## src/hw/rtl/bog_pkg.sv

```systemverilog
// ----------------------------------------------------------------------------
// bog_pkg
// shared widths, register codes, reset values and the job record that the
// front end hands to the back end of the bump offset generator
// ----------------------------------------------------------------------------
`timescale 1ns / 1ps

package bog_pkg;

	// frame limits
	localparam int MAX_WIDTH  = 1024;
	localparam int MAX_HEIGHT = 1024;

	// field widths
	localparam int COL_W    = $clog2(MAX_WIDTH);
	localparam int ROW_W    = $clog2(MAX_HEIGHT);
	localparam int DIM_W    = 11;
	localparam int GAIN_W   = 4;
	localparam int SAMPLE_W = 8;
	localparam int ADDR_W   = 20;

	// arithmetic widths: scaled slope, displaced coordinate, address product
	localparam int SLOPE_W = SAMPLE_W + GAIN_W + 2;
	localparam int POS_W   = SLOPE_W + 1;
	localparam int PROD_W  = ROW_W + DIM_W;

	// job queue between front and back
	localparam int QUEUE_DEPTH = 4;
	localparam int QPTR_W      = $clog2(QUEUE_DEPTH);

	// register port
	localparam int PADDR_W   = 4;
	localparam int PDATA_W   = 32;
	localparam int REG_IDX_W = PADDR_W - 2;

	localparam logic [REG_IDX_W-1:0] REG_FRAME_WIDTH  = REG_IDX_W'(0);
	localparam logic [REG_IDX_W-1:0] REG_FRAME_HEIGHT = REG_IDX_W'(1);
	localparam logic [REG_IDX_W-1:0] REG_SLOPE_GAIN   = REG_IDX_W'(2);

	localparam logic [DIM_W-1:0]  FRAME_WIDTH_RST  = DIM_W'(320);
	localparam logic [DIM_W-1:0]  FRAME_HEIGHT_RST = DIM_W'(240);
	localparam logic [GAIN_W-1:0] SLOPE_GAIN_RST   = GAIN_W'(2);

	// result kinds a sample can cause, in output order
	localparam int KIND_N = 3;
	localparam logic [KIND_N-1:0] KIND_UP   = 3'b001; // pixel one row above
	localparam logic [KIND_N-1:0] KIND_LEFT = 3'b010; // previous pixel, last row
	localparam logic [KIND_N-1:0] KIND_SELF = 3'b100; // frame's final pixel

	// effective frame settings
	typedef struct packed {
		logic [DIM_W-1:0]  width;
		logic [DIM_W-1:0]  height;
		logic [GAIN_W-1:0] gain;
	} cfg_t;

	// one classified sample with its neighbours
	typedef struct packed {
		logic [COL_W-1:0]    x;
		logic [ROW_W-1:0]    y;
		logic [SAMPLE_W-1:0] sample;
		logic [SAMPLE_W-1:0] prev;
		logic [SAMPLE_W-1:0] above;
		logic [SAMPLE_W-1:0] right;
		logic [KIND_N-1:0]   kinds;
	} job_t;

endpackage

```

## src/hw/rtl/bog_queue.sv

```systemverilog
// ----------------------------------------------------------------------------
// bog_queue
// short fifo of classified jobs between the front and back ends
// ----------------------------------------------------------------------------
`timescale 1ns / 1ps

module bog_queue import bog_pkg::*; (
	input  logic clk,
	input  logic arst_n,
	input  logic push,
	input  job_t push_job,
	output logic full,
	input  logic pop,
	output job_t head,
	output logic empty
);

	job_t              entry_q [QUEUE_DEPTH];
	logic [QPTR_W-1:0] wr_ptr_q;
	logic [QPTR_W-1:0] rd_ptr_q;
	logic [QPTR_W:0]   count_q;

	assign full  = count_q == (QPTR_W + 1)'(QUEUE_DEPTH);
	assign empty = count_q == '0;
	assign head  = entry_q[rd_ptr_q];

	// storage
	always_ff @(posedge clk) begin
		if (push) begin
			entry_q[wr_ptr_q] <= push_job;
		end
	end

	// pointers and fill level
	always_ff @(posedge clk or negedge arst_n) begin
		if (!arst_n) begin
			wr_ptr_q <= '0;
			rd_ptr_q <= '0;
			count_q  <= '0;
		end else begin
			if (push) begin
				wr_ptr_q <= wr_ptr_q + QPTR_W'(1);
			end
			if (pop) begin
				rd_ptr_q <= rd_ptr_q + QPTR_W'(1);
			end
			case ({push, pop})
				2'b10:   count_q <= count_q + (QPTR_W + 1)'(1);
				2'b01:   count_q <= count_q - (QPTR_W + 1)'(1);
				default: ;
			endcase
		end
	end

endmodule

```

## config.mk

```make
export PLATFORM = sky130hd
export DESIGN_NAME = bog_queue
export DESIGN_NICKNAME = d
export VERILOG_FILES = /design/src/hw/rtl/bog_pkg.sv /design/src/hw/rtl/bog_queue.sv
export SDC_FILE = /design/constraint.sdc
export NUM_CORES = 1
export LEC_CHECK = 0
export ABC_AREA = 1
export BUFFER_PORTS_ARGS = -buffer_cell sky130_fd_sc_hd__buf_2
export CAP_MARGIN = 20
export CORE_MARGIN = 1.5
export CORE_UTILIZATION = 30
export DETAILED_ROUTE_END_ITERATION = 10
export PLACE_DENSITY = 0.51
export SLEW_MARGIN = 10
export SYNTH_ARGS = -nofsm -noshare
export SYNTH_HDL_FRONTEND = slang
export SYNTH_SLANG_ARGS = --single-unit
```

## constraint.sdc

```tcl
create_clock -name clk -period 2.5 [get_ports clk]
set_input_delay 0.125 -clock clk [delete_from_list [all_inputs] [get_ports clk]]
set_output_delay 0.125 -clock clk [all_outputs]
set_load 0.02 [all_outputs]
```

==> flow_summary.ini <==
[outcome]
run_status = complete, no violations

[yosys]
synth_simple_gate_area_frac = 0.0716
synth_area_um2 = 9520
syn_area_per_cell_um2 = 13.8
synth_xor_area_frac = 0.00368
synth_fp_nets = 756
synth_cell_type_count = 21
synth_enable_flop_cells = 220
synth_top_family_by_area = compound AO/OA/AOI/OAI gates
synth-compound-area-share = 0.118
synth_top_cell_area_share = 0.694
sequential_element_share_of_the_synthesized_area = 0.712
synth_top_area_cell = sky130_fd_sc_hd__edfxtp_1
synth_adder_area_share = 0.00867
post_synth_mux_area_share = 0
ys_top_cells_by_area = sky130_fd_sc_hd__edfxtp_1 69%, sky130_fd_sc_hd__o211ai_2 7.6%, sky130_fd_sc_hd__nand2_1 6.9%
postSynthCellCount = 691
synth_ff_type = sky130_fd_sc_hd__edfxtp_1
synth-warning-count = 0
ys_ff_latch = 227
async_flop_share = 0.0308

[sta]
fin_worst_skew_ns = 0.00497
finalMaxSlewViolations = 0
final_period_minus_worst_setup_slack_ns = 2.12
setup-tns-final_ns = 0
layout_worst_path_cycle_share = 0.848
maxSlewHeadroom = 0.639
hold_violations = 0
worst_slew_pin_slew_ns = 0.542
timing.fmax_mhz = 472
rsz0062_at_grt = no
report.final.setup_viol = 0

[route]
detail-route-antenna-nets = 0
wire_per_inst_um = 14.6
finalWirelength_um = 18800
routed-wl-met2_um = 9150
drt_pass1_iterations = 4
vias = 5470
drc = 0
avg_vias_per_cell = 4.24
met3RoutedLength_um = 734
routed.top_layer = met4
met1_length_um = 8480
first_iter_violations = 202

[worst_setup_path]
critical_path_required_ns = 2.38
cp-start-kind = flop
reg2reg_depth = 5
cp_max_fo = 56
worstReg2RegStart = wr_ptr_q[0]
critical_path.endpoint_type = primary output
crit_arrival_ns = 2.00
timing.reg2reg.setup_slack_ns = 0.92
regToRegEndpoint = entry_q[2][52]
crit_type = flop to primary output

[clock_network]
post-cts-setup-buffer-count = 0
cts.path.max_buffers = 3
cts_tree = yes
worst_skew_pair.late_latency_ns = 0.51
cts_made_buffers = 26
ctsHtreeMaxLevel = 1
tritoncts_num_sinks = 227
clk_transition_reported_paths_ns = 0.06
clockRootBuffer = sky130_fd_sc_hd__clkbuf_16

[pwr]
vdd_ir_drop_max_mv = 0.766
p_leak_nw = 4.78
power_density_nw_per_um2 = 1180

[placed_design]
gp_congestion = 0.685
placedInstanceArea_um2 = 10400
placement.io_buffers = 115
dp.final_hpwl_um = 10500

[floorplan]
coreArea_um2 = 31400
floorplan.initialDensity = 0.303
die_w_um = 181
num_io_pins = 116
die-area_um2 = 32800
placementRows = 65
die_h_um = 181

[global_routing]
grt_overflow = 0
grt_antenna_before_repair = 1
first_global_vias = 5494
grt_start_max_net_pins = 57
grt_use_total = 0.117
global_route_wire_length_before_repair_um = 30300

[hold_path]
hold_path.startpoint = push_job[38]
min_to = entry_q[3][38]
worstHoldPathType = primary input to flop
whs_path_depth = 2

[final_layout]
layout-drive-gt1-share = 0.257
final_design_area_no_fill_um2 = 11800
num-nets-final = 934
area_delta_synth_final_pct = 24.4

[job]
drv_cap = 0
==> flip-flops by register name, indices dropped and copies added (netlist names) <==
register / flops
count_q: 3
entry_q: 220
rd_ptr_q: 2
wr_ptr_q: 2
==> cell families (layout without fill, tap and decap cells) <==
group,after synthesis,count (layout)
compound gates,112,112
xor+xnor,4,4
flops,227,227
buf+inv,162,359
other cells,0,1
simple gates,180,180
fa+ha+maj,6,6
==> layout make-up <==
cell class	instances	area (µm²)
Antenna cell	1	2.50
Clock buffer	38	717
Clock inverter	9	92.6
Fill cell	3049	19600
Inverter	124	465
Multi-Input combinational cell	302	1930
Sequential cell	227	6790
Tap cell	402	503
Timing Repair Buffer	188	1350
==> routing by layer <==
metal | global-route usage | vias to the layer above
li1 | - | 2756
met4 | 0.0307 | 0
met2 | 0.200 | 96
met5 | 0 | -
met1 | 0.153 | 2597
met3 | 0.0234 | 21
==> power by group <==
part	internal [mW]	total [mW]	leakage (nW)	switching, mW
clock network	2.18	3.60	0.397	1.42
registers	4.99	5.28	2.10	0.287
logic	1.69	5.14	2.28	3.45
total	8.87	14.0	4.78	5.16
==> worst max-delay path, cell delays in order, from the launching register on <==
cell and delay [ns]:
sky130_fd_sc_hd__dfrtp_4 0.69, sky130_fd_sc_hd__buf_12 0.31, sky130_fd_sc_hd__nand2_1 0.10, sky130_fd_sc_hd__o211ai_1 0.11, sky130_fd_sc_hd__nand2_1 0.08, sky130_fd_sc_hd__buf_2 0.16
==> Yosys cell counts (3+ instances only) <==
library cell               count
sky130_fd_sc_hd__edfxtp_1    220
sky130_fd_sc_hd__nand2_1     176
sky130_fd_sc_hd__inv_1       123
sky130_fd_sc_hd__o211ai_2     58
sky130_fd_sc_hd__o211ai_1     52
sky130_fd_sc_hd__buf_6        19
sky130_fd_sc_hd__buf_2         8
sky130_fd_sc_hd__buf_4         7
sky130_fd_sc_hd__dfrtp_1       7
sky130_fd_sc_hd__ha_1          5
sky130_fd_sc_hd__xor2_1        3
==> metrics by stage <==
stage	std cells	utilization	hold WS (ns)	power (mW)	setup slack, ns
floorplan	691	-	-0.171	9.19	0.341
global placement	1184	0.333	-0.0206	10.5	0.905
detailed placement	1184	0.333	-0.0203	10.6	0.881
CTS	1290	0.377	0.330	14.3	0.316
global route	1291	0.377	0.351	14.9	0.220
finish	1291	0.377	0.365	14.0	0.380
==> worst max-delay path by stage <==
stage,from,to,depth (start not counted)
after CTS,rd_ptr_q[0],head[31],5
after global placement,rd_ptr_q[0],head[28],5
final,rd_ptr_q[0],head[31],5
after floorplan,wr_ptr_q[0],entry_q[2][0],4
after detailed placement,rd_ptr_q[0],head[31],5
after global routing,rd_ptr_q[0],head[15],5
==> layout by cell type, fill, tap and decap left out <==
master	synthesis	layout
sky130_fd_sc_hd__buf_4	7	8
sky130_fd_sc_hd__inv_2	1	5
sky130_fd_sc_hd__clkbuf_16	0	27
sky130_fd_sc_hd__buf_2	8	115
sky130_fd_sc_hd__clkinv_1	0	2
sky130_fd_sc_hd__buf_12	1	6
sky130_fd_sc_hd__dlygate4sd3_1	0	59
sky130_fd_sc_hd__fa_1	1	1
sky130_fd_sc_hd__xnor2_1	1	1
sky130_fd_sc_hd__diode_2	0	1
sky130_fd_sc_hd__nand3_1	1	1
sky130_fd_sc_hd__o211ai_2	58	58
sky130_fd_sc_hd__nor3_1	2	2
sky130_fd_sc_hd__bufinv_16	0	2
sky130_fd_sc_hd__o211ai_1	52	52
sky130_fd_sc_hd__clkinv_2	0	5
sky130_fd_sc_hd__dfrtp_1	7	5
sky130_fd_sc_hd__nand2_1	176	176
sky130_fd_sc_hd__o21ai_0	2	2
sky130_fd_sc_hd__ha_1	5	5
sky130_fd_sc_hd__clkbuf_1	2	11
sky130_fd_sc_hd__xor2_1	3	3
sky130_fd_sc_hd__nand4_1	1	1
sky130_fd_sc_hd__inv_1	123	119
sky130_fd_sc_hd__edfxtp_1	220	220
sky130_fd_sc_hd__dfrtp_4	0	2
==> timing repair <==
item / 4_1_cts / 5_1_grt
hold buffers: 59 / 0
resized for setup: 0 / 0
endpoints found under the hold margin: 231 / 0
Power figures use the tool's default switching activity.
