[src/hw/rtl/bog_pkg.sv]
// ----------------------------------------------------------------------------
// bog_pkg
// shared widths, register codes, reset values and the job record that the
// front end hands to the back end of the bump offset generator
// ----------------------------------------------------------------------------
`timescale 1ns / 1ps

package bog_pkg;

	// frame limits
	localparam int MAX_WIDTH  = 1024;
	localparam int MAX_HEIGHT = 1024;

	// field widths
	localparam int COL_W    = $clog2(MAX_WIDTH);
	localparam int ROW_W    = $clog2(MAX_HEIGHT);
	localparam int DIM_W    = 11;
	localparam int GAIN_W   = 4;
	localparam int SAMPLE_W = 8;
	localparam int ADDR_W   = 20;

	// arithmetic widths: scaled slope, displaced coordinate, address product
	localparam int SLOPE_W = SAMPLE_W + GAIN_W + 2;
	localparam int POS_W   = SLOPE_W + 1;
	localparam int PROD_W  = ROW_W + DIM_W;

	// job queue between front and back
	localparam int QUEUE_DEPTH = 4;
	localparam int QPTR_W      = $clog2(QUEUE_DEPTH);

	// register port
	localparam int PADDR_W   = 4;
	localparam int PDATA_W   = 32;
	localparam int REG_IDX_W = PADDR_W - 2;

	localparam logic [REG_IDX_W-1:0] REG_FRAME_WIDTH  = REG_IDX_W'(0);
	localparam logic [REG_IDX_W-1:0] REG_FRAME_HEIGHT = REG_IDX_W'(1);
	localparam logic [REG_IDX_W-1:0] REG_SLOPE_GAIN   = REG_IDX_W'(2);

	localparam logic [DIM_W-1:0]  FRAME_WIDTH_RST  = DIM_W'(320);
	localparam logic [DIM_W-1:0]  FRAME_HEIGHT_RST = DIM_W'(240);
	localparam logic [GAIN_W-1:0] SLOPE_GAIN_RST   = GAIN_W'(2);

	// result kinds a sample can cause, in output order
	localparam int KIND_N = 3;
	localparam logic [KIND_N-1:0] KIND_UP   = 3'b001; // pixel one row above
	localparam logic [KIND_N-1:0] KIND_LEFT = 3'b010; // previous pixel, last row
	localparam logic [KIND_N-1:0] KIND_SELF = 3'b100; // frame's final pixel

	// effective frame settings
	typedef struct packed {
		logic [DIM_W-1:0]  width;
		logic [DIM_W-1:0]  height;
		logic [GAIN_W-1:0] gain;
	} cfg_t;

	// one classified sample with its neighbours
	typedef struct packed {
		logic [COL_W-1:0]    x;
		logic [ROW_W-1:0]    y;
		logic [SAMPLE_W-1:0] sample;
		logic [SAMPLE_W-1:0] prev;
		logic [SAMPLE_W-1:0] above;
		logic [SAMPLE_W-1:0] right;
		logic [KIND_N-1:0]   kinds;
	} job_t;

endpackage

[src/hw/rtl/bog_cfg.sv]
// ----------------------------------------------------------------------------
// bog_cfg
// apb register file for frame size and slope gain, with range saturation
// ----------------------------------------------------------------------------
`timescale 1ns / 1ps

module bog_cfg import bog_pkg::*; (
	input  logic               clk,
	input  logic               arst_n,
	input  logic               psel,
	input  logic               penable,
	input  logic               pwrite,
	input  logic [PADDR_W-1:0] paddr,
	input  logic [PDATA_W-1:0] pwdata,
	output logic [PDATA_W-1:0] prdata,
	output cfg_t               cfg
);

	logic [DIM_W-1:0]     width_q;
	logic [DIM_W-1:0]     height_q;
	logic [GAIN_W-1:0]    gain_q;
	logic [REG_IDX_W-1:0] idx;
	logic                 wr;

	assign idx = paddr[PADDR_W-1:2];
	assign wr  = psel & penable & pwrite;

	// register writes
	always_ff @(posedge clk or negedge arst_n) begin
		if (!arst_n) begin
			width_q  <= FRAME_WIDTH_RST;
			height_q <= FRAME_HEIGHT_RST;
			gain_q   <= SLOPE_GAIN_RST;
		end else if (wr) begin
			case (idx)
				REG_FRAME_WIDTH:  width_q  <= pwdata[DIM_W-1:0];
				REG_FRAME_HEIGHT: height_q <= pwdata[DIM_W-1:0];
				REG_SLOPE_GAIN:   gain_q   <= pwdata[GAIN_W-1:0];
				default: ;
			endcase
		end
	end

	// register reads
	always_comb begin
		case (idx)
			REG_FRAME_WIDTH:  prdata = PDATA_W'(width_q);
			REG_FRAME_HEIGHT: prdata = PDATA_W'(height_q);
			REG_SLOPE_GAIN:   prdata = PDATA_W'(gain_q);
			default:          prdata = '0;
		endcase
	end

	// zero counts as one, oversize saturates to the maximum
	always_comb begin
		if (width_q == '0) begin
			cfg.width = DIM_W'(1);
		end else if (width_q > DIM_W'(MAX_WIDTH)) begin
			cfg.width = DIM_W'(MAX_WIDTH);
		end else begin
			cfg.width = width_q;
		end
		if (height_q == '0) begin
			cfg.height = DIM_W'(1);
		end else if (height_q > DIM_W'(MAX_HEIGHT)) begin
			cfg.height = DIM_W'(MAX_HEIGHT);
		end else begin
			cfg.height = height_q;
		end
		cfg.gain = gain_q;
	end

endmodule

[config.mk]
export PLATFORM = sky130hd
export DESIGN_NAME = bog_cfg
export DESIGN_NICKNAME = d
export VERILOG_FILES = /design/src/hw/rtl/bog_pkg.sv /design/src/hw/rtl/bog_cfg.sv
export SDC_FILE = /design/constraint.sdc
export NUM_CORES = 1
export LEC_CHECK = 0
export ABC_AREA = 1
export BUFFER_PORTS_ARGS = -buffer_cell sky130_fd_sc_hd__buf_2
export CAP_MARGIN = 20
export CORE_ASPECT_RATIO = 1.1
export CORE_MARGIN = 2
export CORE_UTILIZATION = 35
export DETAILED_ROUTE_END_ITERATION = 10
export MAX_ROUTING_LAYER = met4
export PLACE_DENSITY_LB_ADDON = 0.1
export SYNTH_ARGS = -nofsm -noshare
export SYNTH_HDL_FRONTEND = slang
export SYNTH_SLANG_ARGS = --single-unit
export TNS_END_PERCENT = 50
[constraint.sdc]
create_clock -name clk -period 1 [get_ports clk]
set_input_delay 0.05 -clock clk [delete_from_list [all_inputs] [get_ports clk]]
set_output_delay 0.05 -clock clk [all_outputs]
set_load 0.01 [all_outputs]
==> results.txt, run 1 <==
die outline width - 69.6 um
via count - 1568
antenna violations before repair - 0
via/cell ratio - 4.42
Setup crit end kind - primary output
fin area - 0.00251 mm2
ordered list of cells on the worst path - nor2_2 -> nand3_2 -> nor2_4 -> nor2_4 -> buf_6 -> nor2_2 -> buf_2
post-place instance area - 0.00213 mm2
relative contribution of sequential cells to total power - 31.8%
data required time of the worst path - 950 ps
overall overflow remaining after global route - 0
Post-DP HPWL - 3210 um
RSZ-0062 raised after global routing - yes
net switching power - 1.67 mW
Starting Density - 36.1%
overall routed net length - 4220 um
number of distinct library cell variants in the gate-level netlist after synthesis - 23
first-pass GRT wire length - 7090 um
H-Tree Depth - 1
class of the tightest hold or removal check - input port to flip-flop
fraction of power consumed by the clock network - 19.1%
total leakage power - 1.30 nW
diode count - 0
Crit path depth - 7
residual antenna-violating net count after detailed routing - 0
Period minus WS final - 1510 ps
delay-heaviest family, CP - simple AND/OR/NAND/NOR gates
arrival time reported for the critical path endpoint - 1460 ps
Initial DRC Count - 55
fraction of layout cells with a size suffix above 1 - 58.5%
Slew Limit Fails - 0
switching power share of the total - 36.2%
highest fanout seen on the critical path - 3
total global routing track utilization - 16.9%
number of top-level pins - 99
portion of the clock cycle consumed by the worst path in the final layout - 151%
number of cells on the worst reg-to-reg path - 4
Max Freq - 0.661 GHz
number of storage elements in the synthesis netlist - 26
violations in the final reports - negative setup slack
max-capacitance violation count - 0
via count of the first global-routing pass - 1499
die boundary height - 76.2 um
Worst path max stage delay - 410 ps
type of the worst setup path - flip-flop to primary output
Worst VDD drop - 0.849 mV
Post-Synthesis Cells - 213
combinational cell fraction of total power - 49.1%
number of port buffers - 54
buffer cell driving the clock tree root - sky130_fd_sc_hd__clkbuf_8
Crit-path slowest cell - sky130_fd_sc_hd__dfrtp_1
area of the placeable core - 0.00459 mm2
TritonCTS sink count - 26
relative area change from synthesis to final layout - 51.3%
Critical path buffers and inverters - 2
area of the die - 0.00530 mm2
final setup margin - -512 ps
post-route DRC violation count - 0
wire per inst - 11.9 um
nature of the critical path startpoint - flip-flop
TritonCTS clock tree - built
worst-case clock buffer depth - 2
total setup violations reported at the end of the flow - 32
number of warning messages in the yosys log - 0
internal cell power - 2.95 mW
R2R setup slack - 140 ps
Final Wtd Congestion - 0.771
Clock transition at path regs - 100 ps
sequential cell area fraction in the yosys report - 39.8%
Clk Latency, worst-skew pair - 270 ps
power density over the cells - 1840 mW/mm2
total of fill cells in the finished design - 484
Hold Path Stages - 3
count of nets after finishing - 341
Syn Std Cell Area - 0.00166 mm2
cell row count - 26
worst clock skew - 0 ps
largest net degree at the start of global routing - 27
Avg Cell Area, Syn - 7.78 um2
Fin Setup TNS - -11800 ps
Final Hold Violating Endpoints - 0
TritonCTS buffer count - 3
Pre-antenna DRT Iters - 4
run status - finished with violations
## metal layers
layer	GRT usage [%]	share of wire, %
met5	-	0
met4	3.53	0.43
met3	1.85	3.8
met2	29.3	50
met1	21.2	45
## worst reg2reg max path, cell delays in order, from the launching register on
cell and delay [ps]:
sky130_fd_sc_hd__dfrtp_1 400, sky130_fd_sc_hd__buf_4 140, sky130_fd_sc_hd__buf_6 110, sky130_fd_sc_hd__nand2_1 70, sky130_fd_sc_hd__o21ai_2 50
## per-stage QoR
stage / power, mW / utilization [%] / setup WS [ps] / hold WS, ps / instances
global placement: 3.20 / 46.4 / -312 / 67.4 / 348
CTS: 4.23 / 49.6 / -543 / 5.26 / 353
detailed placement: 3.21 / 46.4 / -351 / 69.8 / 348
global route: 4.96 / 54.6 / -597 / 16.1 / 355
floorplan: 2.43 / - / -57.6 / -246 / 233
finish: 4.62 / 54.6 / -512 / 6.51 / 355
## cells by family (layout without fill, tap and decap cells)
logic type,count (synthesis),after routing,synth area share (%)
AO/OA/AOI/OAI,38,38,17.4
buffers and inverters,63,129,21.1
AND/OR/NAND/NOR,85,85,21.5
flip-flops,26,26,39.8
other,1,21,0.226
## power by group through the flow
| stage | clock [mW] | combinational (mW) | sequential, mW |
|---|---|---|---|
| global placement | 0 | 1.74 | 1.45 |
| finish | 0.883 | 2.27 | 1.47 |
| detailed placement | 0 | 1.75 | 1.46 |
| global route | 0.964 | 2.49 | 1.50 |
| CTS | 0.913 | 1.86 | 1.46 |
| floorplan | 0 | 0.941 | 1.49 |
## synth_stat cells
cell                       number  share of area, %
sky130_fd_sc_hd__nor2_2         3               1.1
sky130_fd_sc_hd__dfrtp_1       19                29
sky130_fd_sc_hd__o21ai_0        5               1.5
sky130_fd_sc_hd__nor2_4         1              0.68
sky130_fd_sc_hd__o211ai_1       1              0.45
sky130_fd_sc_hd__clkbuf_1       2              0.45
sky130_fd_sc_hd__nor2_1        32               7.3
sky130_fd_sc_hd__nand2_1       41               9.3
sky130_fd_sc_hd__o22ai_1        7               2.6
sky130_fd_sc_hd__conb_1         1              0.23
sky130_fd_sc_hd__inv_1         34               7.7
sky130_fd_sc_hd__nand2_2        1              0.38
sky130_fd_sc_hd__o21ai_2       20                11
sky130_fd_sc_hd__buf_4         22                10
sky130_fd_sc_hd__dfstp_2        7                11
sky130_fd_sc_hd__nand3_2        1              0.60
sky130_fd_sc_hd__o21ai_1        2              0.60
sky130_fd_sc_hd__buf_6          4               2.7
sky130_fd_sc_hd__and3_4         1              0.68
sky130_fd_sc_hd__nand3_1        4               1.2
sky130_fd_sc_hd__inv_2          1              0.23
sky130_fd_sc_hd__o221ai_1       3               1.6
sky130_fd_sc_hd__nor3_1         1              0.30
## flip-flops by register name, summed over array words and instances (netlist names)
| signal | cells |
|---|---|
| gain_q | 4 |
| height_q | 11 |
| width_q | 11 |
## cell usage in the layout (no fill, tap or decap)
master | Yosys | layout
sky130_fd_sc_hd__nand3_2 | 1 | 5
sky130_fd_sc_hd__nand2_2 | 1 | 2
sky130_fd_sc_hd__inv_4 | 0 | 3
sky130_fd_sc_hd__dlygate4sd3_1 | 0 | 1
sky130_fd_sc_hd__buf_4 | 22 | 21
sky130_fd_sc_hd__buf_6 | 4 | 17
sky130_fd_sc_hd__o22ai_2 | 0 | 2
sky130_fd_sc_hd__dfstp_2 | 7 | 7
sky130_fd_sc_hd__o21ai_0 | 5 | 4
sky130_fd_sc_hd__o22ai_1 | 7 | 5
sky130_fd_sc_hd__dfrtp_1 | 19 | 19
sky130_fd_sc_hd__buf_2 | 0 | 48
sky130_fd_sc_hd__clkbuf_8 | 0 | 3
sky130_fd_sc_hd__inv_2 | 1 | 7
sky130_fd_sc_hd__o21ai_1 | 2 | 3
sky130_fd_sc_hd__buf_12 | 0 | 3
sky130_fd_sc_hd__nor2_4 | 1 | 13
sky130_fd_sc_hd__nor3_1 | 1 | 1
sky130_fd_sc_hd__inv_1 | 34 | 25
sky130_fd_sc_hd__nor2_2 | 3 | 19
sky130_fd_sc_hd__o21ai_2 | 20 | 20
sky130_fd_sc_hd__o221ai_2 | 0 | 3
sky130_fd_sc_hd__nor2_1 | 32 | 4
sky130_fd_sc_hd__and3_4 | 1 | 1
sky130_fd_sc_hd__o211ai_1 | 1 | 1
sky130_fd_sc_hd__bufinv_16 | 0 | 1
sky130_fd_sc_hd__nand2_1 | 41 | 40
sky130_fd_sc_hd__conb_1 | 1 | 21
## what timing repair did
action / 4_1_cts / 5_1_grt
gates resized for setup: 23 / 57
hold buffers: 1 / 0
setup endpoints to repair: 34 / 34
pin swaps: 8 / 15
hold endpoints to repair: 19 / 0
setup buffers: 0 / 2
cloned: 0 / 0
## final cells by class
cell class                      instances  area, um2  share of cell area [%]
Clock buffer                            3       41.3                    1.65
Clock inverter                          1       30.0                    1.20
Inverter                               35        139                    5.54
Multi-Input combinational cell        144        907                    36.2
Sequential cell                        26        659                    26.3
Tap cell                               56       70.1                    2.80
Timing Repair Buffer                   90        659                    26.3
## worst paths after layout
path	from	end
worst min-delay path	pwdata[6]	width_q[6]$_DFFE_PN1P_
worst max register to register	width_q[1]$_DFFE_PN0P_	width_q[1]$_DFFE_PN0P_
max in group asynchronous	arst_n	height_q[7]$_DFFE_PN1P_
worst max-delay path	height_q[1]$_DFFE_PN0P_	cfg[6]
min in group asynchronous	arst_n	height_q[1]$_DFFE_PN0P_
worst min register to register	width_q[6]$_DFFE_PN1P_	width_q[6]$_DFFE_PN1P_
Note: power is estimated with default switching activity, not from simulation.
==> run 2: changes to the inputs <==
clock period = 1.3 ns   (was 1 ns; I/O delays follow)
==> run 2 against run 1 <==
The run still ends with negative setup slack left; total power decreased by 29%; global-route usage increased by 0.12 points; core utilization decreased by 3.0 points; critical path type unchanged.
==> results.txt, run 2 (synthesized netlist as in run 1, its figures left out) <==
data required time of the worst path - 1240 ps (+290 ps)
Critical path buffers and inverters - 2 (unchanged)
switching power share of the total - 38.9% (+2.7 points)
Period minus WS final - 1520 ps
launching element of the worst setup path - height_q[0]$_DFFE_PN0P_
Fin Setup TNS - -3680 ps (+8120 ps)
via count of the first global-routing pass - 1485 (-0.93%)
Pre-antenna DRT Iters - 4 (unchanged)
worst-case headroom to the max-slew limit - 60.6%
worst hold path startpoint - pwdata[6]
first-pass GRT wire length - 7050 um (-0.59%)
Crit-path slowest cell - sky130_fd_sc_hd__dfrtp_1
internal cell power - 2.00 mW (-32%)
largest net degree at the start of global routing - 27 (unchanged)
fraction of layout cells with a size suffix above 1 - 54.9% (-3.7 points)
R2R setup slack - 420 ps (+280 ps)
Inst Count DP - 328 (-5.7%)
class of the tightest hold or removal check - input port to flip-flop
wire per inst - 12.4 um (+4.0%)
combinational cell fraction of total power - 50.3% (+1.2 points)
TritonCTS buffer count - 3 (unchanged)
count of nets after finishing - 330 (-3.2%)
slew at the pin closest to its max-slew limit - 591 ps
residual antenna-violating net count after detailed routing - 0 (unchanged)
Final Hold Violating Endpoints - 0 (unchanged)
fraction of power consumed by the clock network - 14.8% (-4.3 points)
violations in the final reports - negative setup slack
arrival time reported for the critical path endpoint - 1450 ps (about the same)
RSZ-0062 raised after global routing - yes
buffer cell driving the clock tree root - sky130_fd_sc_hd__clkbuf_8
reg-to-reg startpoint - height_q[6]$_DFFE_PN1P_
Worst VDD drop - 0.581 mV (-32%)
area of the placeable core - 0.00459 mm2 (unchanged)
final setup margin - -218 ps (+294 ps)
Worst path max stage delay - 410 ps (about the same)
total global routing track utilization - 17.0% (+0.12 points)
cell repeated most along the worst path - sky130_fd_sc_hd__nor2_4
total of fill cells in the finished design - 461 (-4.8%)
number of top-level pins - 99 (unchanged)
diode count - 0 (unchanged)
Setup crit end kind - primary output
portion of the clock cycle consumed by the worst path in the final layout - 117%
via count - 1563 (-0.32%)
Initial DRC Count - 80 (+45%)
worst-case clock buffer depth - 2 (unchanged)
TritonCTS sink count - 26 (unchanged)
type of the worst setup path - flip-flop to primary output
net switching power - 1.28 mW (-24%)
area of the die - 0.00530 mm2 (unchanged)
via/cell ratio - 4.54 (+2.9%)
highest fanout seen on the critical path - 5 (+2)
total power - 3.28 mW (-29%)
total leakage power - 1.22 nW (-6.2%)
non-filler instance count after layout - 344 (-3.1%)
H-Tree Depth - 1 (unchanged)
Starting Density - 36.1% (unchanged)
ordered list of cells on the worst path - nor2_2 -> nand3_2 -> nor2_4 -> nor2_4 -> buf_12 -> nor2_4 -> buf_6
run status - finished with violations
Post-DP HPWL - 2940 um (-8.5%)
Clk Latency, worst-skew pair - 270 ps (about the same)
number of port buffers - 54 (unchanged)
max-capacitance violation count - 0 (unchanged)
relative area change from synthesis to final layout - 43.0%
delay-heaviest family, CP - simple AND/OR/NAND/NOR gates
antenna violations before repair - 0 (unchanged)
commonest cells after routing, fill and taps aside - sky130_fd_sc_hd__buf_2, sky130_fd_sc_hd__nand2_1, sky130_fd_sc_hd__inv_1
most frequent standard cell in the layout excluding fill and tap cells - sky130_fd_sc_hd__buf_2
Final Wtd Congestion - 0.704 (-8.7%)
overall overflow remaining after global route - 0 (unchanged)
TritonCTS clock tree - built
post-route DRC violation count - 0 (unchanged)
Clock transition at path regs - 90 ps (about the same)
Slew Limit Fails - 0 (unchanged)
overall routed net length - 4260 um (+0.76%)
die boundary height - 76.2 um (unchanged)
total setup violations reported at the end of the flow - 22 (-31%)
relative contribution of sequential cells to total power - 34.9% (+3.1 points)
Max Freq - 0.659 GHz
die outline width - 69.6 um (unchanged)
power density over the cells - 1380 mW/mm2 (-25%)
nature of the critical path startpoint - flip-flop
worst clock skew - 0 ps (unchanged)
post-place setup slack - -19.3 ps (+331 ps)
cell row count - 26 (unchanged)
largest registers - height_q: 11 flops, width_q: 11 flops, gain_q: 4 flops
-- run 2: what timing repair did --
item                                    4_1_cts  5_1_grt
endpoints found under the setup margin       23       27
resized for setup                            37       36
hold endpoints to repair                     19        0
pin swaps                                    15       17
setup buffers                                 9        3
hold buffers                                  1        0
-- run 2: routing by layer --
metal  track usage [%]  wire length, um  vias up
li1                  -                -      774
met1              21.7             1910      734
met2              28.2             2080       47
met4              5.29               80        0
met3              2.12              186        8
met5                 -                0        -
-- run 2: power groups by stage --
stage	Sequential, mW	Combinational [mW]	Clock, mW
final	1.14	1.65	0.485
after global routing	1.17	1.81	0.535
after CTS	1.13	1.45	0.498
after detailed placement	1.15	1.17	0
after global placement	1.15	1.17	0
after floorplan	1.14	0.724	0
-- run 2: stage by stage --
stage | area (um2) | hold slack [ps] | util, %
floorplan | 1730 | -231 | -
global placement | 1960 | 112 | 42.8
detailed placement | 1960 | 103 | 42.8
CTS | 2210 | 16.2 | 48.3
global route | 2370 | 20.3 | 51.6
finish | 2370 | 13.2 | 51.6
-- run 2: cell type report --
| cell class | instances | area, um2 | area share [%] |
|---|---|---|---|
| well taps | 56 | 70.1 | 2.96 |
| multi-input cells | 144 | 910 | 38.4 |
| inverters | 35 | 136 | 5.76 |
| repair buffers | 79 | 547 | 23.1 |
| clock buffers | 4 | 45.0 | 1.90 |
| flip-flops and latches | 26 | 661 | 27.9 |
-- run 2: worst paths after layout --
kind	endpoint	depth (start not counted)
worst max-delay path	cfg[6]	7
worst max register to register	height_q[6]$_DFFE_PN1P_	3
worst min register to register	width_q[5]$_DFFE_PN0P_	2
worst min-delay path	width_q[6]$_DFFE_PN1P_	3
min in group asynchronous	gain_q[3]$_DFFE_PN0P_	2
max in group asynchronous	height_q[10]$_DFFE_PN0P_	2
-- run 2: tightest hold or removal path, delay by kind of cell --
| family | cells | cell delay (ps) |
|---|---|---|
| buffers and inverters | 2 | 160 |
| AO/OA/AOI/OAI | 1 | 60 |
