## src/hw/rtl/bog_pkg.sv

```systemverilog
// ----------------------------------------------------------------------------
// bog_pkg
// shared widths, register codes, reset values and the job record that the
// front end hands to the back end of the bump offset generator
// ----------------------------------------------------------------------------
`timescale 1ns / 1ps

package bog_pkg;

	// frame limits
	localparam int MAX_WIDTH  = 1024;
	localparam int MAX_HEIGHT = 1024;

	// field widths
	localparam int COL_W    = $clog2(MAX_WIDTH);
	localparam int ROW_W    = $clog2(MAX_HEIGHT);
	localparam int DIM_W    = 11;
	localparam int GAIN_W   = 4;
	localparam int SAMPLE_W = 8;
	localparam int ADDR_W   = 20;

	// arithmetic widths: scaled slope, displaced coordinate, address product
	localparam int SLOPE_W = SAMPLE_W + GAIN_W + 2;
	localparam int POS_W   = SLOPE_W + 1;
	localparam int PROD_W  = ROW_W + DIM_W;

	// job queue between front and back
	localparam int QUEUE_DEPTH = 4;
	localparam int QPTR_W      = $clog2(QUEUE_DEPTH);

	// register port
	localparam int PADDR_W   = 4;
	localparam int PDATA_W   = 32;
	localparam int REG_IDX_W = PADDR_W - 2;

	localparam logic [REG_IDX_W-1:0] REG_FRAME_WIDTH  = REG_IDX_W'(0);
	localparam logic [REG_IDX_W-1:0] REG_FRAME_HEIGHT = REG_IDX_W'(1);
	localparam logic [REG_IDX_W-1:0] REG_SLOPE_GAIN   = REG_IDX_W'(2);

	localparam logic [DIM_W-1:0]  FRAME_WIDTH_RST  = DIM_W'(320);
	localparam logic [DIM_W-1:0]  FRAME_HEIGHT_RST = DIM_W'(240);
	localparam logic [GAIN_W-1:0] SLOPE_GAIN_RST   = GAIN_W'(2);

	// result kinds a sample can cause, in output order
	localparam int KIND_N = 3;
	localparam logic [KIND_N-1:0] KIND_UP   = 3'b001; // pixel one row above
	localparam logic [KIND_N-1:0] KIND_LEFT = 3'b010; // previous pixel, last row
	localparam logic [KIND_N-1:0] KIND_SELF = 3'b100; // frame's final pixel

	// effective frame settings
	typedef struct packed {
		logic [DIM_W-1:0]  width;
		logic [DIM_W-1:0]  height;
		logic [GAIN_W-1:0] gain;
	} cfg_t;

	// one classified sample with its neighbours
	typedef struct packed {
		logic [COL_W-1:0]    x;
		logic [ROW_W-1:0]    y;
		logic [SAMPLE_W-1:0] sample;
		logic [SAMPLE_W-1:0] prev;
		logic [SAMPLE_W-1:0] above;
		logic [SAMPLE_W-1:0] right;
		logic [KIND_N-1:0]   kinds;
	} job_t;

endpackage

```

## src/hw/rtl/bog_out_if.sv

```systemverilog
// ----------------------------------------------------------------------------
// bog_out_if
// offset result stream, valid/ready handshake
// ----------------------------------------------------------------------------
`timescale 1ns / 1ps

interface bog_out_if import bog_pkg::*; ();
	logic              valid;
	logic              ready;
	logic [ADDR_W-1:0] pixel_index;
	logic [ADDR_W-1:0] source_offset;
	logic              last_of_run;
	logic              frame_done;

	modport source (output valid, output pixel_index, output source_offset,
		output last_of_run, output frame_done, input ready);
	modport sink (input valid, input pixel_index, input source_offset,
		input last_of_run, input frame_done, output ready);
endinterface

```

## src/hw/rtl/bog_back.sv

```systemverilog
// ----------------------------------------------------------------------------
// bog_back
// expands each job into its results and runs them through the slope,
// clamp and address pipeline, one result per cycle while jobs wait and results is not stalled
// ----------------------------------------------------------------------------
`timescale 1ns / 1ps

module bog_back import bog_pkg::*; (
	input  logic       clk,
	input  logic       arst_n,
	input  cfg_t       cfg,
	input  job_t       head,
	input  logic       empty,
	output logic       pop,
	bog_out_if.source  results
);

	logic [KIND_N-1:0] taken_q;

	logic                valid_s1, valid_s2, valid_s3, valid_s4;
	logic [COL_W-1:0]    cx_s1, cx_s2;
	logic [ROW_W-1:0]    cy_s1, cy_s2;
	logic [SAMPLE_W-1:0] a_s1, b_s1, c_s1;
	logic                done_s1, done_s2, done_s3, done_s4;
	logic                last_s1, last_s2, last_s3, last_s4;
	logic signed [SLOPE_W-1:0] dx_s2, dy_s2;
	logic [ADDR_W-1:0]   pix_s2, pix_s3, pix_s4;
	logic [COL_W-1:0]    xc_s3;
	logic [ROW_W-1:0]    yc_s3;
	logic [ADDR_W-1:0]   off_s4;

	logic                adv;
	logic                issue;
	logic [KIND_N-1:0]   pend;
	logic [KIND_N-1:0]   pick;
	logic [KIND_N-1:0]   rest;
	logic [COL_W-1:0]    cx;
	logic [ROW_W-1:0]    cy;
	logic [SAMPLE_W-1:0] a, b, c;
	logic                done;

	logic signed [SAMPLE_W:0]  dxd, dyd;
	logic signed [GAIN_W:0]    gs;
	logic signed [SLOPE_W-1:0] dx, dy;
	logic [PROD_W-1:0]         pix_sum;
	logic signed [POS_W-1:0]   xp, yp;
	logic [DIM_W-1:0]          wm1, hm1;
	logic [COL_W-1:0]          xc;
	logic [ROW_W-1:0]          yc;
	logic [PROD_W-1:0]         off_sum;

	// the whole pipeline moves when the output register is free or taken
	assign adv   = ~valid_s4 | results.ready;
	assign issue = adv & ~empty;

	// lowest pending kind of the head job goes next
	assign pend = head.kinds & ~taken_q;
	assign pick = pend & (~pend + KIND_N'(1));
	assign rest = pend & ~pick;
	assign pop  = issue & (rest == '0);

	always_ff @(posedge clk or negedge arst_n) begin
		if (!arst_n) begin
			taken_q <= '0;
		end else if (issue) begin
			taken_q <= (rest == '0) ? '0 : (taken_q | pick);
		end
	end

	// pixel and neighbour selection per kind; zero slopes use equal heights
	always_comb begin
		case (pick)
			KIND_UP: begin
				cx   = head.x;
				cy   = head.y - ROW_W'(1);
				a    = head.above;
				b    = head.right;
				c    = head.sample;
				done = 1'b0;
			end
			KIND_LEFT: begin
				cx   = head.x - COL_W'(1);
				cy   = head.y;
				a    = head.prev;
				b    = head.sample;
				c    = head.prev;
				done = 1'b0;
			end
			KIND_SELF: begin
				cx   = head.x;
				cy   = head.y;
				a    = '0;
				b    = '0;
				c    = '0;
				done = 1'b1;
			end
			default: begin
				cx   = '0;
				cy   = '0;
				a    = '0;
				b    = '0;
				c    = '0;
				done = 1'b0;
			end
		endcase
	end

	// valid chain
	always_ff @(posedge clk or negedge arst_n) begin
		if (!arst_n) begin
			valid_s1 <= 1'b0;
			valid_s2 <= 1'b0;
			valid_s3 <= 1'b0;
			valid_s4 <= 1'b0;
		end else if (adv) begin
			valid_s1 <= issue;
			valid_s2 <= valid_s1;
			valid_s3 <= valid_s2;
			valid_s4 <= valid_s3;
		end
	end

	// stage 2: scaled slopes and pixel index
	assign dxd     = $signed({1'b0, a_s1}) - $signed({1'b0, b_s1});
	assign dyd     = $signed({1'b0, a_s1}) - $signed({1'b0, c_s1});
	assign gs      = $signed({1'b0, cfg.gain});
	assign dx      = SLOPE_W'(dxd) * SLOPE_W'(gs);
	assign dy      = SLOPE_W'(dyd) * SLOPE_W'(gs);
	assign pix_sum = PROD_W'(cy_s1) * PROD_W'(cfg.width) + PROD_W'(cx_s1);

	// stage 3: displace and clamp into the frame
	assign wm1 = cfg.width - DIM_W'(1);
	assign hm1 = cfg.height - DIM_W'(1);
	assign xp  = $signed(POS_W'(cx_s2)) + POS_W'(dx_s2);
	assign yp  = $signed(POS_W'(cy_s2)) + POS_W'(dy_s2);

	always_comb begin
		if (xp[POS_W-1]) begin
			xc = '0;
		end else if (xp > $signed(POS_W'(wm1))) begin
			xc = wm1[COL_W-1:0];
		end else begin
			xc = xp[COL_W-1:0];
		end
		if (yp[POS_W-1]) begin
			yc = '0;
		end else if (yp > $signed(POS_W'(hm1))) begin
			yc = hm1[ROW_W-1:0];
		end else begin
			yc = yp[ROW_W-1:0];
		end
	end

	// stage 4: linear source address
	assign off_sum = PROD_W'(yc_s3) * PROD_W'(cfg.width) + PROD_W'(xc_s3);

	// payload registers
	always_ff @(posedge clk) begin
		if (adv) begin
			cx_s1   <= cx;
			cy_s1   <= cy;
			a_s1    <= a;
			b_s1    <= b;
			c_s1    <= c;
			done_s1 <= done;
			last_s1 <= rest == '0;

			cx_s2   <= cx_s1;
			cy_s2   <= cy_s1;
			dx_s2   <= dx;
			dy_s2   <= dy;
			pix_s2  <= pix_sum[ADDR_W-1:0];
			done_s2 <= done_s1;
			last_s2 <= last_s1;

			xc_s3   <= xc;
			yc_s3   <= yc;
			pix_s3  <= pix_s2;
			done_s3 <= done_s2;
			last_s3 <= last_s2;

			off_s4  <= off_sum[ADDR_W-1:0];
			pix_s4  <= pix_s3;
			done_s4 <= done_s3;
			last_s4 <= last_s3;
		end
	end

	// output beat
	assign results.valid         = valid_s4;
	assign results.pixel_index   = pix_s4;
	assign results.source_offset = off_s4;
	assign results.last_of_run   = last_s4;
	assign results.frame_done    = done_s4;

endmodule

```

## src/flat_wrapper.sv

```systemverilog
// flat-port wrapper written by rule: the top's interface ports become plain ports
module bog_back_flat import bog_pkg::*;
  (clk, arst_n, cfg, head, empty, pop, results_valid, results_pixel_index, results_source_offset, results_last_of_run, results_frame_done, results_ready);
  bog_out_if results_i ();
  input  logic clk;
  input  logic arst_n;
  input  cfg_t cfg;
  input  job_t head;
  input  logic empty;
  output logic pop;
  output wire logic [$bits(results_i.valid)-1:0] results_valid;
  output wire logic [$bits(results_i.pixel_index)-1:0] results_pixel_index;
  output wire logic [$bits(results_i.source_offset)-1:0] results_source_offset;
  output wire logic [$bits(results_i.last_of_run)-1:0] results_last_of_run;
  output wire logic [$bits(results_i.frame_done)-1:0] results_frame_done;
  input wire logic [$bits(results_i.ready)-1:0] results_ready;
  assign results_valid = results_i.valid;
  assign results_pixel_index = results_i.pixel_index;
  assign results_source_offset = results_i.source_offset;
  assign results_last_of_run = results_i.last_of_run;
  assign results_frame_done = results_i.frame_done;
  assign results_i.ready = results_ready;
  bog_back u_core (.clk(clk), .arst_n(arst_n), .cfg(cfg), .head(head), .empty(empty), .pop(pop), .results(results_i));
endmodule
```

## config.mk

```make
export PLATFORM = sky130hd
export DESIGN_NAME = bog_back_flat
export DESIGN_NICKNAME = d
export VERILOG_FILES = /design/src/hw/rtl/bog_pkg.sv /design/src/hw/rtl/bog_out_if.sv /design/src/hw/rtl/bog_back.sv /design/src/flat_wrapper.sv
export SDC_FILE = /design/constraint.sdc
export NUM_CORES = 1
export LEC_CHECK = 0
export ABC_CLOCK_PERIOD_IN_PS = 6250
export BUFFER_PORTS_ARGS = -buffer_cell sky130_fd_sc_hd__buf_4
export CORE_MARGIN = 3
export CORE_UTILIZATION = 64
export CTS_BUF_LIST = sky130_fd_sc_hd__clkbuf_2 sky130_fd_sc_hd__clkbuf_4 sky130_fd_sc_hd__clkbuf_8
export CTS_CLUSTER_DIAMETER = 200
export DETAILED_ROUTE_END_ITERATION = 8
export GPL_TIMING_DRIVEN = 0
export PLACE_DENSITY_LB_ADDON = 0.2
export SYNTH_ARGS = -nofsm -noshare
export SYNTH_HDL_FRONTEND = slang
export SYNTH_SLANG_ARGS = --single-unit
```

## constraint.sdc

```tcl
create_clock -name clk -period 6.25 [get_ports clk]
set_input_delay 0 -clock clk [delete_from_list [all_inputs] [get_ports clk]]
set_output_delay 0 -clock clk [all_outputs]
set_load 0.005 [all_outputs]
```

==> flow_summary.ini, run 1 <==
[worst_setup_path]
crit_arrival_ps = 6140
worst_r2r_path_depth = 18
crit_path_start = u_core.cy_s1[4]
r2r-start = u_core.cy_s1[4]
reg2reg_to = u_core.pix_s2[19]
end_kind = register
criticalPathCategory = reg -> reg
cp_data_required_time_ps = 6540
rrSetupSlack_ps = 390
worstPathMaxFanout = 10
start_kind = register

[sta]
slew_headroom_pct = 42.5
holdWs_ps = 37.5
clock_skew_ps = 23.2
worstMarginPinSlew_ps = 853
drv_slew = 0
post-route-period-util_pct = 93.7
hold_violations = 0
period_needed_ps = 5860
totalNegativeSetupSlack_ps = 0
fmax_mhz = 171
rsz0062_at_grt = no
finalSetupViolCount = 0

[synthesis]
netlist_instances = 1984
yosysSeqAreaShare_pct = 30.4
synth_enable_flop_cells = 200
synthDistinctLibCells = 62
yosysWarnings = 0
synth_flop_cell = edfxtp_1
synth_fp_nets = 2497
avgSynthCellArea_um2 = 10.2
netlist_area_mm2 = 0.0203
synth-async-reset-ratio_pct = 3.38
ys_ff_latch = 207

[run_status]
status = completed

[routing]
via_per_inst = 5.72
route.detailed.drc = 0
routed_wl_mm = 48.1
drt_first_pass_iters = 5
drtIter0Drc = 1028
antenna_left = 0
vias = 15200
wire_per_inst_um = 18.1

[layout]
num-fill-cells = 2027
antennaDiodeCount = 0
mostFrequentLayoutCells = 327 x inv_1, 228 x ha_1, 200 x fa_1, 200 x edfxtp_1, 197 x nand2_1
multiInputGateArea_mm2 = 0.0126
final_common_cell = inv_1
area_growth_pct = 15.7
nNetsFinal = 2756
drive_gt1_share_pct = 9.34
seqCellArea_mm2 = 0.00618

[die]
rows = 64
die_w_um = 184
dieArea_mm2 = 0.0339
start_util_pct = 65.7
pin_count = 129
die_h_um = 184
core_area_mm2 = 0.0309

[hold_path]
hp-class = in -> reg
hp-start = cfg[23]
min_to = u_core.xc_s3[8]
hold_depth = 3

[global_route]
grt_pass1_wl_mm = 78.9
grt_max_degree = 136
overflow = 0
grt_use_total_pct = 29.2
grt_pass1_vias = 16400
antenna_found_initial = 0

[clocking]
cts.clk_slew.worst_paths_ps = 70
clk_latency_ps = 540
cts_made_buffers = 37
tritoncts = yes
htreeDepth = 2
clockBufferDepth = 3
cts-root-buf = clkbuf_8
clock_sinks = 207

[placement]
io_buffers = 126
hpwl_mm = 35.6
place_congestion = 0.935

[flow_run]
cap_violations = 0
## flip-flops by register name, indices dropped and copies added (netlist names), 3 cells and up
signal                        count
u_core.a_s1                       8
u_core.cx_s1                     10
u_core.dy_s2                     14
u_core.xc_s3                     10
u_core.pix_s2                    20
u_core.c_s1                       8
u_core.yc_s3                     10
u_core.taken_q                    3
u_core.pix_s3                    20
u_core.cy_s2                     10
u_core.cy_s1                     10
u_core.dx_s2                     14
u_core.b_s1                       8
u_core.results.source_offset     20
u_core.results.pixel_index       20
u_core.cx_s2                     10
## worst max-delay path, cell delays in order (launching register included)
cell and delay (ps):
edfxtp_1 490, clkbuf_1 410, nand2_1 160, fa_1 550, fa_1 550, inv_1 70, fa_1 470, fa_1 500
inv_1 60, fa_1 470, inv_1 40, ha_1 350, o2111a_1 200, o31ai_1 160, a311oi_2 300, nor3_1 130
o41ai_1 410, a21oi_1 160, xnor2_1 140
## logic make-up (layout without fill, tap and decap cells)
logic type,count (synthesis),count (layout),synth area share (%)
XOR/XNOR,106,106,4.57
flip-flops,207,207,30.4
AO/OA/AOI/OAI,246,246,8.36
multiplexers,23,23,1.15
adder cells (fa/ha/maj),428,428,33.8
buffers and inverters,393,678,7.39
AND/OR/NAND/NOR,581,581,14.3
## timing repair
action	in CTS	in global routing
endpoints found under the setup margin	0	4
resized for setup	0	1
hold buffers	93	0
buffers inserted	0	5
endpoints found under the hold margin	71	0
## area by class of cell
class	count	share of cell area (%)
timing repair buffer	225	8.26
clock inverter	14	0.564
buffer	60	1.07
clock buffer	51	2.67
multi-input combinational	1384	53.8
inverter	328	5.27
sequential	207	26.3
tap	396	2.11
## how the worst max path moves through the flow
stage                                 endpoint  cells after the start  slack, ps
2_1_floorplan                u_core.pix_s2[18]                     21       1000
3_3_place_gp   u_core.results.source_offset[7]                      2       -220
3_5_place_dp                 u_core.pix_s2[19]                     20        170
4_1_cts                      u_core.pix_s2[19]                     20        130
5_1_grt                      u_core.pix_s2[19]                     21         10
6_report                     u_core.pix_s2[19]                     18        390
## through the flow
stage	setup slack, ps	utilization [%]	cells	instance area [µm²]
floorplan	1000	-	1984	20300
global placement	-224	70.4	2506	21700
detailed placement	172	70.5	2507	21800
CTS	128	75.9	2665	23500
global route	13.9	76.0	2665	23500
finish	393	76.0	2665	23500
## synthesized netlist by cell type (all sizes together) (10+ instances only)
master	count	share of area, %
xnor2	81	3.5
ha	228	14
o21bai	10	0.37
nor3	29	0.71
nand2b	21	0.65
o21a	17	0.63
a211oi	10	0.37
edfxtp	200	30
nand2	197	3.6
mux2i	21	1.0
nand3	18	0.44
xor2	25	1.1
inv	328	6.1
a21oi	65	1.6
nor2	84	1.6
nor2b	35	1.1
clkbuf	62	1.2
a22o	25	1.1
o31ai	11	0.43
fa	200	20
a21o	25	0.92
o21ai	39	0.96
and2	148	4.6
## metal layers
| layer | GRT usage, % | vias to the layer above | routed length [µm] |
|---|---|---|---|
| met5 | 0 | - | 0 |
| met4 | 12.0 | 0 | 1970 |
| met3 | 4.87 | 170 | 3110 |
| met2 | 52.5 | 623 | 24300 |
| met1 | 34.8 | 7397 | 18800 |
| li1 | - | 7047 | - |
Power of run 1 is left out: the tool's default activity adds up to more than one toggle a clock period on the data nets, which glitch-free logic cannot reach.
==> run 2: changes to the inputs <==
MAX_ROUTING_LAYER = met4   (was unset)
==> flow_summary.ini, run 2 (synthesis gave the netlist of run 1 again) <==
[global_route]
grt_use_total_pct = 29.4
grt_pass1_vias = 16100
antenna_found_initial = 0
grt_pass1_wl_mm = 77.4
overflow = 0
grt_max_degree = 141

[worst_setup_path]
crit_arrival_ps = 6200
start_kind = primary input
end_kind = register
worstPathMaxFanout = 10
cp_data_required_time_ps = 6510
critical-path-slowest-cell = clkbuf_1
slowest_delay_ps = 560
path_cells = dlygate4sd3_1 > buf_4 > clkbuf_1 > nand2_1 > fa_1 > inv_1 > fa_1 > inv_1 > fa_1 > inv_1 > fa_1 > inv_1 > fa_1 > inv_1 > ha_1 > a21oi_1 > inv_1 > a21oi_1 > a311oi_1 > nor3_1 > o41ai_1 > a21oi_1 > xnor2_1
path_common_cell = inv_1
criticalPathCategory = in -> reg

[sta]
post-route-period-util_pct = 95.0
rsz0062_at_grt = no
worstMarginPinSlew_ps = 780
drv_slew = 0
hold_violations = 0
slew_headroom_pct = 47.3
clock_skew_ps = 29.9
fmax_mhz = 168
period_needed_ps = 5940
finalSetupViolCount = 0

[flow_run]
cap_violations = 0

[layout]
final_util_pct = 76.0
nNetsFinal = 2756
mostFrequentLayoutCells = 327 x inv_1, 228 x ha_1, 200 x fa_1, 200 x edfxtp_1, 197 x nand2_1
antennaDiodeCount = 0
multiInputGateArea_mm2 = 0.0126
area_growth_pct = 15.6
final_common_cell = inv_1
drive_gt1_share_pct = 9.04
fin_cells = 2664
seqCellArea_mm2 = 0.00618
num-fill-cells = 2049

[clocking]
post_cts_buffers = 0
cts.clk_slew.worst_paths_ps = 60
tritoncts = yes
cts_made_buffers = 36
clockBufferDepth = 3
cts-root-buf = clkbuf_8
clock_sinks = 207
htreeDepth = 2
clk_latency_ps = 540

[routing]
vias = 15000
route.detailed.drc = 0
wire_per_inst_um = 17.5
drt_first_pass_iters = 7
antenna_left = 0
routed_wl_mm = 46.6
drtIter0Drc = 881
via_per_inst = 5.63

[die]
die_h_um = 184
start_util_pct = 65.7
die_w_um = 184
rows = 64
pin_count = 129
core_area_mm2 = 0.0309
dieArea_mm2 = 0.0339

[hold_path]
hp-class = in -> reg

[run_status]
status = completed

[placement]
place_congestion = 0.944
io_buffers = 126
hpwl_mm = 35.0
dp.cells = 2507
run 2: changes by cell type in the layout (fill, tap and decap cells not counted), sizes merged:
cell         delta
inv             +1
clkinv          -1
buf             -4
clkinvlp        -3
clkbuf          +4
dlygate4sd3     +2
run 2: final timing paths:
kind                              startpoint                             end  slack, ps  depth (start not counted)
max                                  cfg[21]               u_core.pix_s2[19]        310                         23
min                                  cfg[15]                 u_core.xc_s3[0]         80                          3
max reg2reg                  u_core.cy_s1[4]               u_core.pix_s2[19]        360                         18
min reg2reg                u_core.pix_s3[12]  u_core.results.pixel_index[12]        400                          0
max in group asynchronous             arst_n                 u_core.valid_s3       5510                          3
min in group asynchronous             arst_n               u_core.taken_q[2]        480                          3
run 2: layout make-up:
class	instances	share of cell area, %
clock inverters	11	0.432
clock buffers	52	2.75
repair buffers	222	8.20
inverters	328	5.28
well taps	396	2.11
plain buffers	64	1.15
flip-flops and latches	207	26.3
multi-input cells	1384	53.8
run 2: worst max-delay path, delay by kind of cell:
family / cells / cell delay (ps)
adder cells (fa/ha/maj): 6 / 2890
AO/OA/AOI/OAI: 5 / 1140
buffers and inverters: 9 / 1580
AND/OR/NAND/NOR: 2 / 490
XOR/XNOR: 1 / 90
run 2: layer usage:
metal  part of all wire [%]  track usage, %  vias to the layer above
met3                    6.2            5.15                      140
met2                     50            51.0                      525
met1                     40            34.2                     7267
met4                    3.9            11.6                        0
met5                      0               -                        -
li1                       -               -                     7068
run 2: stage by stage:
stage          setup TNS [ps]  hold WS (ps)  worst slack [ps]  area (µm²)
2_1_floorplan               0          -296              1000       20300
3_3_place_gp           -25940          -184              -155       21700
3_5_place_dp                0          -184               179       21800
4_1_cts                     0          17.7               139       23500
5_1_grt                     0          57.2              20.4       23500
6_report                    0          78.4               314       23500
run 2: repair_timing:
action	4_1_cts	5_1_grt
hold endpoints to repair	70	0
hold buffers	95	0
resized for setup	0	6
endpoints found under the setup margin	0	3
Power of run 2 is left out for the same reason.
